## src/rtl/minimal_standard_lcg_ranged_macros.svh

```systemverilog
// assertion macros used by the lcg controller
`ifndef MINIMAL_STANDARD_LCG_RANGED_MACROS_SVH
`define MINIMAL_STANDARD_LCG_RANGED_MACROS_SVH

// same-cycle implication, sampled on clk_i, off while rst_ni is low
`define LCG_ASSERT_IMP(lbl, ante, cons) \
  lbl: assert property (@(posedge clk_i) disable iff (!rst_ni) (ante) |-> (cons)) \
    else $error("lcg assertion failed");

// next-cycle implication, sampled on clk_i, off while rst_ni is low
`define LCG_ASSERT_NXT(lbl, ante, cons) \
  lbl: assert property (@(posedge clk_i) disable iff (!rst_ni) (ante) |=> (cons)) \
    else $error("lcg assertion failed");

`endif

```

## src/rtl/mslcg_pkg.sv

```systemverilog
// shared constants and control types of the bounded minimal standard lcg
`default_nettype none
package mslcg_pkg;

  localparam int unsigned STATE_W = 31;
  localparam int unsigned MULT_W  = 15;
  localparam int unsigned PROD_W  = STATE_W + MULT_W;
  localparam int unsigned BOUND_W = 32;

  localparam logic [MULT_W-1:0]  LCG_MULT  = 15'd16807;
  localparam logic [STATE_W-1:0] LCG_MOD   = 31'h7fffffff;
  localparam logic [STATE_W-1:0] SEED_MASK = 31'd123459876;

  // request kinds
  localparam logic KIND_DRAW   = 1'b0;
  localparam logic KIND_RESEED = 1'b1;

  // one remainder step per state bit
  localparam int unsigned DIV_STEPS = STATE_W;
  localparam int unsigned CNT_W     = $clog2(DIV_STEPS);
  localparam logic [CNT_W-1:0] CNT_LAST = CNT_W'(DIV_STEPS - 1);

  // controller to datapath
  typedef struct packed {
    logic seed_load;
    logic bound_load;
    logic mul;
    logic reduce;
    logic div_step;
    logic res_load;
    logic res_zero;
  } cmd_t;

  // datapath to controller
  typedef struct packed {
    logic bound_pos;
  } status_t;

endpackage
`default_nettype wire

```

## src/rtl/minimal_standard_lcg_ranged.sv

```systemverilog
// Bounded Park-Miller minimal standard generator (multiplier 16807, modulus
// 2^31-1). A draw request with a positive bound advances the 31-bit state and
// returns state mod bound; a bound of zero or less returns 0 without touching
// the state; a reseed request loads the state and returns nothing. One
// request is in work at a time. A reseed loads the state at acceptance. A
// draw with a non-positive bound goes from acceptance to the deliver state,
// where its zero is loaded into the output register once the output is free.
// A draw with a positive bound steps from acceptance through a multiply
// step, a fold step, the bit-serial remainder unit with one step per state
// bit and an output load step in the deliver state; the next request is
// taken only after the result is loaded.
// The output register holds a finished result while a new request is taken;
// a stalled output delays the load of the next result and, with it, the
// next accept.
`default_nettype none
module minimal_standard_lcg_ranged (
  input  logic                          clk_i,
  input  logic                          rst_ni,
  input  logic                          in_valid_i,
  output logic                          in_stall_o,
  input  logic                          kind_i,
  input  logic signed [mslcg_pkg::BOUND_W-1:0] range_max_i,
  input  logic [mslcg_pkg::STATE_W-1:0] seed_value_i,
  output logic                          out_valid_o,
  input  logic                          out_stall_i,
  output logic [mslcg_pkg::STATE_W-1:0] random_value_o
);
  import mslcg_pkg::*;

  cmd_t    cmd;
  status_t status;

  // sequencing
  mslcg_ctrl u_ctrl (
    .clk_i       (clk_i),
    .rst_ni      (rst_ni),
    .in_valid_i  (in_valid_i),
    .in_stall_o  (in_stall_o),
    .kind_i      (kind_i),
    .out_valid_o (out_valid_o),
    .out_stall_i (out_stall_i),
    .status_i    (status),
    .cmd_o       (cmd)
  );

  // arithmetic
  mslcg_datapath u_datapath (
    .clk_i          (clk_i),
    .rst_ni         (rst_ni),
    .cmd_i          (cmd),
    .status_o       (status),
    .range_max_i    (range_max_i),
    .seed_value_i   (seed_value_i),
    .random_value_o (random_value_o)
  );

endmodule
`default_nettype wire

```

## src/rtl/mslcg_datapath.sv

```systemverilog
// generator state, modular multiply, fold and restoring remainder unit
`default_nettype none
module mslcg_datapath (
  input  logic                          clk_i,
  input  logic                          rst_ni,
  input  mslcg_pkg::cmd_t               cmd_i,
  output mslcg_pkg::status_t            status_o,
  input  logic signed [mslcg_pkg::BOUND_W-1:0] range_max_i,
  input  logic [mslcg_pkg::STATE_W-1:0] seed_value_i,
  output logic [mslcg_pkg::STATE_W-1:0] random_value_o
);
  import mslcg_pkg::*;

  logic [STATE_W-1:0] state_q, state_d;
  logic [STATE_W-1:0] bound_q;
  logic [PROD_W-1:0]  prod_q;
  logic [STATE_W-1:0] rem_q, rem_d;
  logic [STATE_W-1:0] dvd_q;
  logic [STATE_W-1:0] result_q;
  logic [STATE_W-1:0] seed_eff;
  logic [STATE_W:0]   fold_sum;
  logic [STATE_W:0]   fold_sub;
  logic [STATE_W-1:0] fold;
  logic [STATE_W:0]   rem_sh;
  logic [STATE_W+1:0] rem_diff;

  // bound is usable only when positive
  assign status_o.bound_pos = !range_max_i[BOUND_W-1] && (|range_max_i[BOUND_W-2:0]);

  // reseed value, with the mask value itself mapped to zero first
  assign seed_eff = (seed_value_i == SEED_MASK) ? '0 : seed_value_i;

  // fold the 46-bit product modulo 2^31-1
  assign fold_sum = {{(STATE_W + 1 - MULT_W){1'b0}}, prod_q[PROD_W-1:STATE_W]}
                  + {1'b0, prod_q[STATE_W-1:0]};
  assign fold_sub = fold_sum - {1'b0, LCG_MOD};
  assign fold     = (fold_sum >= {1'b0, LCG_MOD}) ? fold_sub[STATE_W-1:0]
                                                  : fold_sum[STATE_W-1:0];

  // next generator state
  always_comb begin
    state_d = state_q;
    if (cmd_i.seed_load) begin
      state_d = seed_eff ^ SEED_MASK;
    end else if (cmd_i.reduce) begin
      state_d = fold;
    end
  end

  // one restoring remainder step
  assign rem_sh   = {rem_q, dvd_q[STATE_W-1]};
  assign rem_diff = {1'b0, rem_sh} - {2'b00, bound_q};
  assign rem_d    = rem_diff[STATE_W+1] ? rem_sh[STATE_W-1:0] : rem_diff[STATE_W-1:0];

  // architectural state
  always_ff @(posedge clk_i or negedge rst_ni) begin
    if (!rst_ni) begin
      state_q <= SEED_MASK;
    end else begin
      state_q <= state_d;
    end
  end

  // payload registers
  always_ff @(posedge clk_i) begin
    if (cmd_i.bound_load) begin
      bound_q <= range_max_i[STATE_W-1:0];
    end
    if (cmd_i.mul) begin
      prod_q <= PROD_W'(state_q) * PROD_W'(LCG_MULT);
    end
    if (cmd_i.reduce) begin
      dvd_q <= fold;
      rem_q <= '0;
    end else if (cmd_i.div_step) begin
      dvd_q <= {dvd_q[STATE_W-2:0], 1'b0};
      rem_q <= rem_d;
    end
    if (cmd_i.res_load) begin
      result_q <= cmd_i.res_zero ? '0 : rem_q;
    end
  end

  assign random_value_o = result_q;

endmodule
`default_nettype wire

```

## src/rtl/mslcg_ctrl.sv

```systemverilog
// request sequencing, remainder step count and output valid
`default_nettype none
`include "minimal_standard_lcg_ranged_macros.svh"
module mslcg_ctrl (
  input  logic               clk_i,
  input  logic               rst_ni,
  input  logic               in_valid_i,
  output logic               in_stall_o,
  input  logic               kind_i,
  output logic               out_valid_o,
  input  logic               out_stall_i,
  input  mslcg_pkg::status_t status_i,
  output mslcg_pkg::cmd_t    cmd_o
);
  import mslcg_pkg::*;

  typedef enum logic [2:0] {
    ST_IDLE,
    ST_MULT,
    ST_REDUCE,
    ST_DIVIDE,
    ST_DELIVER
  } state_e;

  state_e            state_q, state_d;
  logic [CNT_W-1:0]  cnt_q, cnt_d;
  logic              zero_q, zero_d;
  logic              out_valid_q, out_valid_d;
  logic              in_acc;
  logic              out_free;

  assign in_acc   = in_valid_i && (state_q == ST_IDLE);
  assign out_free = !out_valid_q || !out_stall_i;

  // commands to the datapath
  always_comb begin
    cmd_o            = '0;
    cmd_o.bound_load = in_acc;
    cmd_o.seed_load  = in_acc && (kind_i == KIND_RESEED);
    cmd_o.mul        = (state_q == ST_MULT);
    cmd_o.reduce     = (state_q == ST_REDUCE);
    cmd_o.div_step   = (state_q == ST_DIVIDE);
    cmd_o.res_load   = (state_q == ST_DELIVER) && out_free;
    cmd_o.res_zero   = zero_q;
  end

  // next state
  always_comb begin
    state_d     = state_q;
    cnt_d       = cnt_q;
    zero_d      = zero_q;
    out_valid_d = out_valid_q && out_stall_i;
    case (state_q)
      ST_IDLE: begin
        if (in_acc && (kind_i == KIND_DRAW)) begin
          if (status_i.bound_pos) begin
            zero_d  = 1'b0;
            state_d = ST_MULT;
          end else begin
            zero_d  = 1'b1;
            state_d = ST_DELIVER;
          end
        end
      end
      ST_MULT: begin
        state_d = ST_REDUCE;
      end
      ST_REDUCE: begin
        cnt_d   = '0;
        state_d = ST_DIVIDE;
      end
      ST_DIVIDE: begin
        cnt_d = cnt_q + 1'b1;
        if (cnt_q == CNT_LAST) begin
          state_d = ST_DELIVER;
        end
      end
      ST_DELIVER: begin
        if (out_free) begin
          out_valid_d = 1'b1;
          state_d     = ST_IDLE;
        end
      end
      default: begin
        state_d = ST_IDLE;
      end
    endcase
  end

  // state and registered outputs
  always_ff @(posedge clk_i or negedge rst_ni) begin
    if (!rst_ni) begin
      state_q     <= ST_IDLE;
      cnt_q       <= '0;
      zero_q      <= 1'b0;
      out_valid_q <= 1'b0;
    end else begin
      state_q     <= state_d;
      cnt_q       <= cnt_d;
      zero_q      <= zero_d;
      out_valid_q <= out_valid_d;
    end
  end

  assign in_stall_o  = (state_q != ST_IDLE);
  assign out_valid_o = out_valid_q;

  // checks
  `LCG_ASSERT_NXT(a_draw_starts_mult,
                  in_acc && (kind_i == KIND_DRAW) && status_i.bound_pos,
                  state_q == ST_MULT)
  `LCG_ASSERT_NXT(a_last_step_delivers,
                  (state_q == ST_DIVIDE) && (cnt_q == CNT_LAST),
                  state_q == ST_DELIVER)
  `LCG_ASSERT_NXT(a_deliver_sets_valid,
                  (state_q == ST_DELIVER) && !out_valid_q,
                  out_valid_q && (state_q == ST_IDLE))
  `LCG_ASSERT_IMP(a_valid_from_deliver,
                  $rose(out_valid_q),
                  $past(state_q) == ST_DELIVER)

endmodule
`default_nettype wire
```

## config.mk

```make
export PLATFORM = sky130hd
export DESIGN_NAME = minimal_standard_lcg_ranged
export DESIGN_NICKNAME = d
export VERILOG_FILES = /design/src/rtl/mslcg_pkg.sv /design/src/rtl/minimal_standard_lcg_ranged.sv /design/src/rtl/mslcg_datapath.sv /design/src/rtl/mslcg_ctrl.sv
export VERILOG_INCLUDE_DIRS = /design/src /design/src/rtl
export SDC_FILE = /design/constraint.sdc
export NUM_CORES = 1
export LEC_CHECK = 0
export BUFFER_PORTS_ARGS = -buffer_cell sky130_fd_sc_hd__buf_2
export CORE_MARGIN = 5
export CORE_UTILIZATION = 30
export DETAILED_ROUTE_END_ITERATION = 8
export SYNTH_ARGS = -nofsm -noshare
export SYNTH_HDL_FRONTEND = slang
export SYNTH_SLANG_ARGS = --single-unit
```

## constraint.sdc

```tcl
create_clock -name clk_i -period 19.4 [get_ports clk_i]
set_input_delay 1.94 -clock clk_i [delete_from_list [all_inputs] [get_ports clk_i]]
set_output_delay 1.94 -clock clk_i [all_outputs]
set_load 0.1 [all_outputs]
```

Word level (Yosys, flattened, before mapping)
Cells that the tools add are included.
- bits in registers: 211
- output and inout port bits: 33
- logic and storage cells: 60
- add/subtract/negate cells: 4
- $mul: 1
- magnitude comparators: 1
- equal/unequal tests: 9
- multiplexer cells: 16
- bitwise logic cells: 2
- reduce and logical (&&, ||, !) cells: 17
- operators by type and width (cell ; number):
    $mux W31 ; 7
    $mul A31 B15 Y46 const B ; 1
    $sub A32 B31 Y33 ; 1
    $add A15 B31 Y32 ; 1
    $ge A32 B31 Y1 const B ; 1
    $eq A31 B27 Y1 const B ; 1
    $reduce_or A31 Y1 ; 1
    $sub A31 B31 Y31 const B ; 1
    $not A15 Y15 ; 1
    $pmux W3 S5 ; 1
    $mux W3 ; 4
    $pmux W5 S2 ; 1
    $eq A3 B2 Y1 const B ; 2
    $logic_and A1 B1 Y1 ; 6
    $add A5 B1 Y5 const B ; 1
    $eq A5 B5 Y1 const B ; 1
    $ne A2 B1 Y1 const B ; 2
    $reduce_bool A2 Y1 ; 2
    $eq A3 B1 Y1 const B ; 1
    $eq A3 B3 Y1 const B ; 1
    $logic_not A1 Y1 ; 3
    $logic_not A3 Y1 ; 1
    $mux W1 ; 3
    $reduce_and A3 Y1 ; 1
    5 further kinds ; 5

Logic depth before layout (Yosys ltp)
- depth in word-level cells: 5
- mapped depth: 23
- depth with buffers taken out: 23

Modules after synthesis
A second synthesis with hierarchy kept.
- cells, all modules: 2009
- area, all modules: 19478.7 sq um
- modules (own cells, without submodules) (module ; times used ; cells an instance ; area an instance (sq um) ; seq. area each (sq um)):
    mslcg_datapath ; 1 ; 1949 ; 18911.9 ; 5589.1
    mslcg_ctrl ; 1 ; 60 ; 566.8 ; 250.2

Least setup slack after synthesis
Ideal clock, no wire load.
- path kind: flip-flop to flip-flop
- from: register u_datapath.state_q[8]
- to: register u_datapath.prod_q[40] (data pin)
- library setup time: 0.260 ns
- arrival: 6.035 ns
- required time: 19.140 ns
- path slack: 13.104 ns
- cell stages (with the launch flop): 24
- path buffers: 0
- cell sequence: dfstp_2 > inv_1 > fa_1 > inv_1 > ha_1 > inv_1 > fa_1 > inv_1 > ha_1 > fa_1 > inv_1 > fa_1 > inv_1 > ha_1 > a211oi_1 > o21bai_1 > a221oi_1 > o311ai_0 > a221oi_1 > o31a_1 > o211ai_1 > a31o_2 > a21oi_1 > xnor2_1
- word-level cells in the longest chain between the ends: 1
- RTL lines (element ; line ; text):
    start, declared ; mslcg_datapath.sv:14 ; logic [STATE_W-1:0] state_q, state_d;
    start signal, assigned ; mslcg_datapath.sv:60 ; state_q <= state_d;
    $mul A31 B15 Y46 ; mslcg_datapath.sv:70 ; prod_q <= PROD_W'(state_q) * PROD_W'(LCG_MULT);
    end signal, assigned ; mslcg_datapath.sv:70 ;
    end, declared ; mslcg_datapath.sv:16 ; logic [PROD_W-1:0] prod_q;
Every way passes these cells.
A chain may end at the register's enable or synchronous reset.

Worst setup path in the final report
Ends and elaborated chain as after synthesis.

==> results.ini <==
[outcome]
status = completed

[routing]
drc = 0
drt-wirelength-per-cell_um = 17.4
dr.first_iter.drc_count = 875
totalWireLength_um = 50400
drtAntennaViolNets = 0
via_per_inst = 4.90
first_pass_iters = 5
vias = 14195

[worst_setup_path]
required_ns = 19.70
start_kind = flip-flop
worstPathMaxFanout = 6
crit_top_cell = inv_1
worstSetupEndpointType = flip-flop
crit_arrival_ns = 7.28
slowest_stage = a221oi_1
worstSetupPathType = reg2reg
crit_path_max_incr_delay_ns = 0.60
crit_path_cell_trace = inv_1, fa_1, inv_1, ha_1, inv_1, fa_1, inv_1, ha_1, fa_1, inv_1, fa_1, inv_1, ha_1, a211oi_1, o21bai_1, a221oi_1, o311ai_0, a221oi_1, o31a_1, o211ai_1, a31o_2, a21oi_1, xnor2_1

[floorplanning]
rows = 91
die_h_um = 261
start_util_pct = 30.4
core_um2 = 61900
io_pins = 101
die_area_um2 = 67900
die_w_um = 261

[synthesis]
synth_flop_cell = edfxtp_1
synth_cells = 1939
synth-simple-area-share_pct = 11.5
synthAdderAreaFrac_pct = 30.0
syn_nets = 2378
async_flop_share_pct = 19.4
seq_area_frac_synth_pct = 31.0
syn_avg_cell_area_um2 = 9.71
ys_types = 77
synth_edf_count = 139
syn_area_um2 = 18800
ys_top_cells_by_area = edfxtp_1 22%, ha_1 16%, fa_1 14%, inv_1 7.1%, dfrtp_1 3.5%
synth_mux_area_share_pct = 0.977
synth_largest_area_cell = edfxtp_1
yosys_warnings = 0
synth_compound_area_share_pct = 14.9
synth-xor-area-share_pct = 3.58
yosysTopAreaCellShare_pct = 22.2
yosys_register_bits = 211
synth_top_family_by_area = adder cells

[finish]
drive_gt1_share_pct = 9.24
diodes = 0
layout.nets = 2475
syn2layout_area_growth_pct = 12.7
fill_cells = 6430

[min_path]
hp-class = reg2reg

[sta]
fin_worst_skew_ns = 0.0127
setup_viol = 0
rsz0062_at_grt = no
fin_crit_sh_pct = 36.0
setup_tns_ns = 0
tightest_slew_ns = 1.18
min_period_ns = 6.98
final_hold_viol_count = 0
slew_headroom_pct = 21.5
maxSlewViolCount = 0
fmax_mhz = 143

[clock_tree]
clk_path_buf_depth = 3
cts_setup_buffers = 0
ctsHoldBuffers = 0
cts_max_level = 1
cts.clk_slew.worst_paths_ns = 0.06
clock-sinks = 211
insertion_delay_ns = 0.56
tritoncts = yes
cts_root_buf = clkbuf_16
cts.repair.resized = 0
cts_made_buffers = 27

[grt]
grt_pass1_wl_um = 81000
antenna_found_initial = 3
track_usage_pct = 14.8
grt_pass1_vias = 14741
grt_remaining_overflow = 0
grt_max_degree = 62

[place]
gp_congestion = 0.901
io_buffers = 100
dp_hpwl_um = 40200

[flow_run]
max_cap_violations = 0

## cells in the final DEF, fill, tap and decap left out, types with 14 or more instances in the layout
cell | Yosys | routed
a211oi_1 | 15 | 15
xnor2_1 | 45 | 45
and2_1 | 14 | 14
mux2i_1 | 15 | 15
a21oi_1 | 127 | 126
dfxtp_1 | 31 | 31
a21o_1 | 56 | 56
fa_1 | 135 | 135
o21a_1 | 15 | 15
nand3_1 | 36 | 36
nor3_1 | 25 | 25
edfxtp_1 | 139 | 139
inv_1 | 354 | 353
clkbuf_16 | 0 | 27
dfrtp_1 | 26 | 26
nand2_1 | 144 | 144
dfstp_2 | 15 | 15
nor2b_1 | 36 | 36
nand4_1 | 17 | 17
nand2b_1 | 15 | 14
a31oi_1 | 14 | 14
buf_2 | 1 | 100
ha_1 | 236 | 236
nor2_1 | 89 | 88
o21ai_0 | 73 | 73
xor2_1 | 32 | 32
## through the flow
step / utilization (%) / hold WS, ns / worst slack [ns] / area [um2] / cells
final: 34.3 / 0.494 / 12.42 / 21200 / 2894
after global routing: 34.3 / 0.525 / 11.89 / 21200 / 2894
after CTS: 34.3 / 0.502 / 12.38 / 21200 / 2894
after detailed placement: 32.8 / 0.493 / 12.41 / 20300 / 2844
after global placement: 32.8 / 0.485 / 12.39 / 20300 / 2844
after floorplan: - / 0.465 / 13.10 / 18800 / 1939
## synthesized netlist by cell type (15+ instances only)
library cell	count
inv_1	354
dfstp_2	15
dfxtp_1	31
nor2_1	89
nor3_1	25
mux2i_1	15
o21ai_0	73
nand3_1	36
nand4_1	17
a21o_1	56
nand2b_1	15
ha_1	236
o21a_1	15
a211oi_1	15
xor2_1	32
nor2b_1	36
nand2_1	144
edfxtp_1	139
fa_1	135
clkbuf_1	39
xnor2_1	45
dfrtp_1	26
a21oi_1	127
## cells by family (layout without fill, tap and decap cells)
group	count (synthesis)	count (layout)
flip-flops	211	211
XOR/XNOR	77	77
buffers and inverters	397	515
multiplexers	18	18
adder cells (fa/ha/maj)	371	371
AO/OA/AOI/OAI	425	425
AND/OR/NAND/NOR	440	440
## flip-flops by register name, indices dropped and copies added, names as in the netlist
signal                     cells
u_ctrl.cnt_q                   5
u_ctrl.out_valid_o             1
u_ctrl.state_q                 3
u_ctrl.zero_q                  1
u_datapath.bound_q            31
u_datapath.dvd_q              31
u_datapath.prod_q             46
u_datapath.random_value_o     31
u_datapath.rem_q              31
u_datapath.state_q            31
## worst max-delay path, delay by kind of cell, from the launching register on
family / cells / cell delay [ns]
adders and majority gates: 7 / 3.00
AOI/OAI and AO/OA: 9 / 2.69
DFF: 1 / 0.59
buffers and inverters: 6 / 0.34
xor gates and xnor gates: 1 / 0.09
## per-layer routing
layer,global-route usage (%),routed length (um)
met5,0,0
met3,2.26,2930
met4,3.32,1140
met1,20.2,22800
met2,25.1,23500
## worst paths after layout
path	slack, ns	depth (start not counted)	from	to
worst max-delay path	12.42	23	u_datapath.state_q[8]	u_datapath.prod_q[40]
worst min-delay path	0.49	2	u_datapath.rem_q[20]	u_datapath.rem_q[20]
worst max register to register	12.42	23	u_datapath.state_q[8]	u_datapath.prod_q[40]
worst min register to register	0.49	2	u_datapath.rem_q[20]	u_datapath.rem_q[20]
max in group asynchronous	17.11	1	rst_ni	u_ctrl.state_q[0]
min in group asynchronous	1.60	1	rst_ni	u_datapath.state_q[7]
## layout make-up
class / instances / area (um2) / share of cell area (%)
Clock buffer: 31 / 701 / 3.30
Clock inverter: 19 / 190 / 0.896
Inverter: 354 / 1330 / 6.26
Multi-Input combinational cell: 1331 / 11500 / 54.3
Sequential cell: 211 / 5840 / 27.5
Tap cell: 837 / 1050 / 4.94
Timing Repair Buffer: 111 / 583 / 2.75
Power is not shown: default switching activity piles up to over one toggle a cycle in this logic, so the estimate is an artifact.
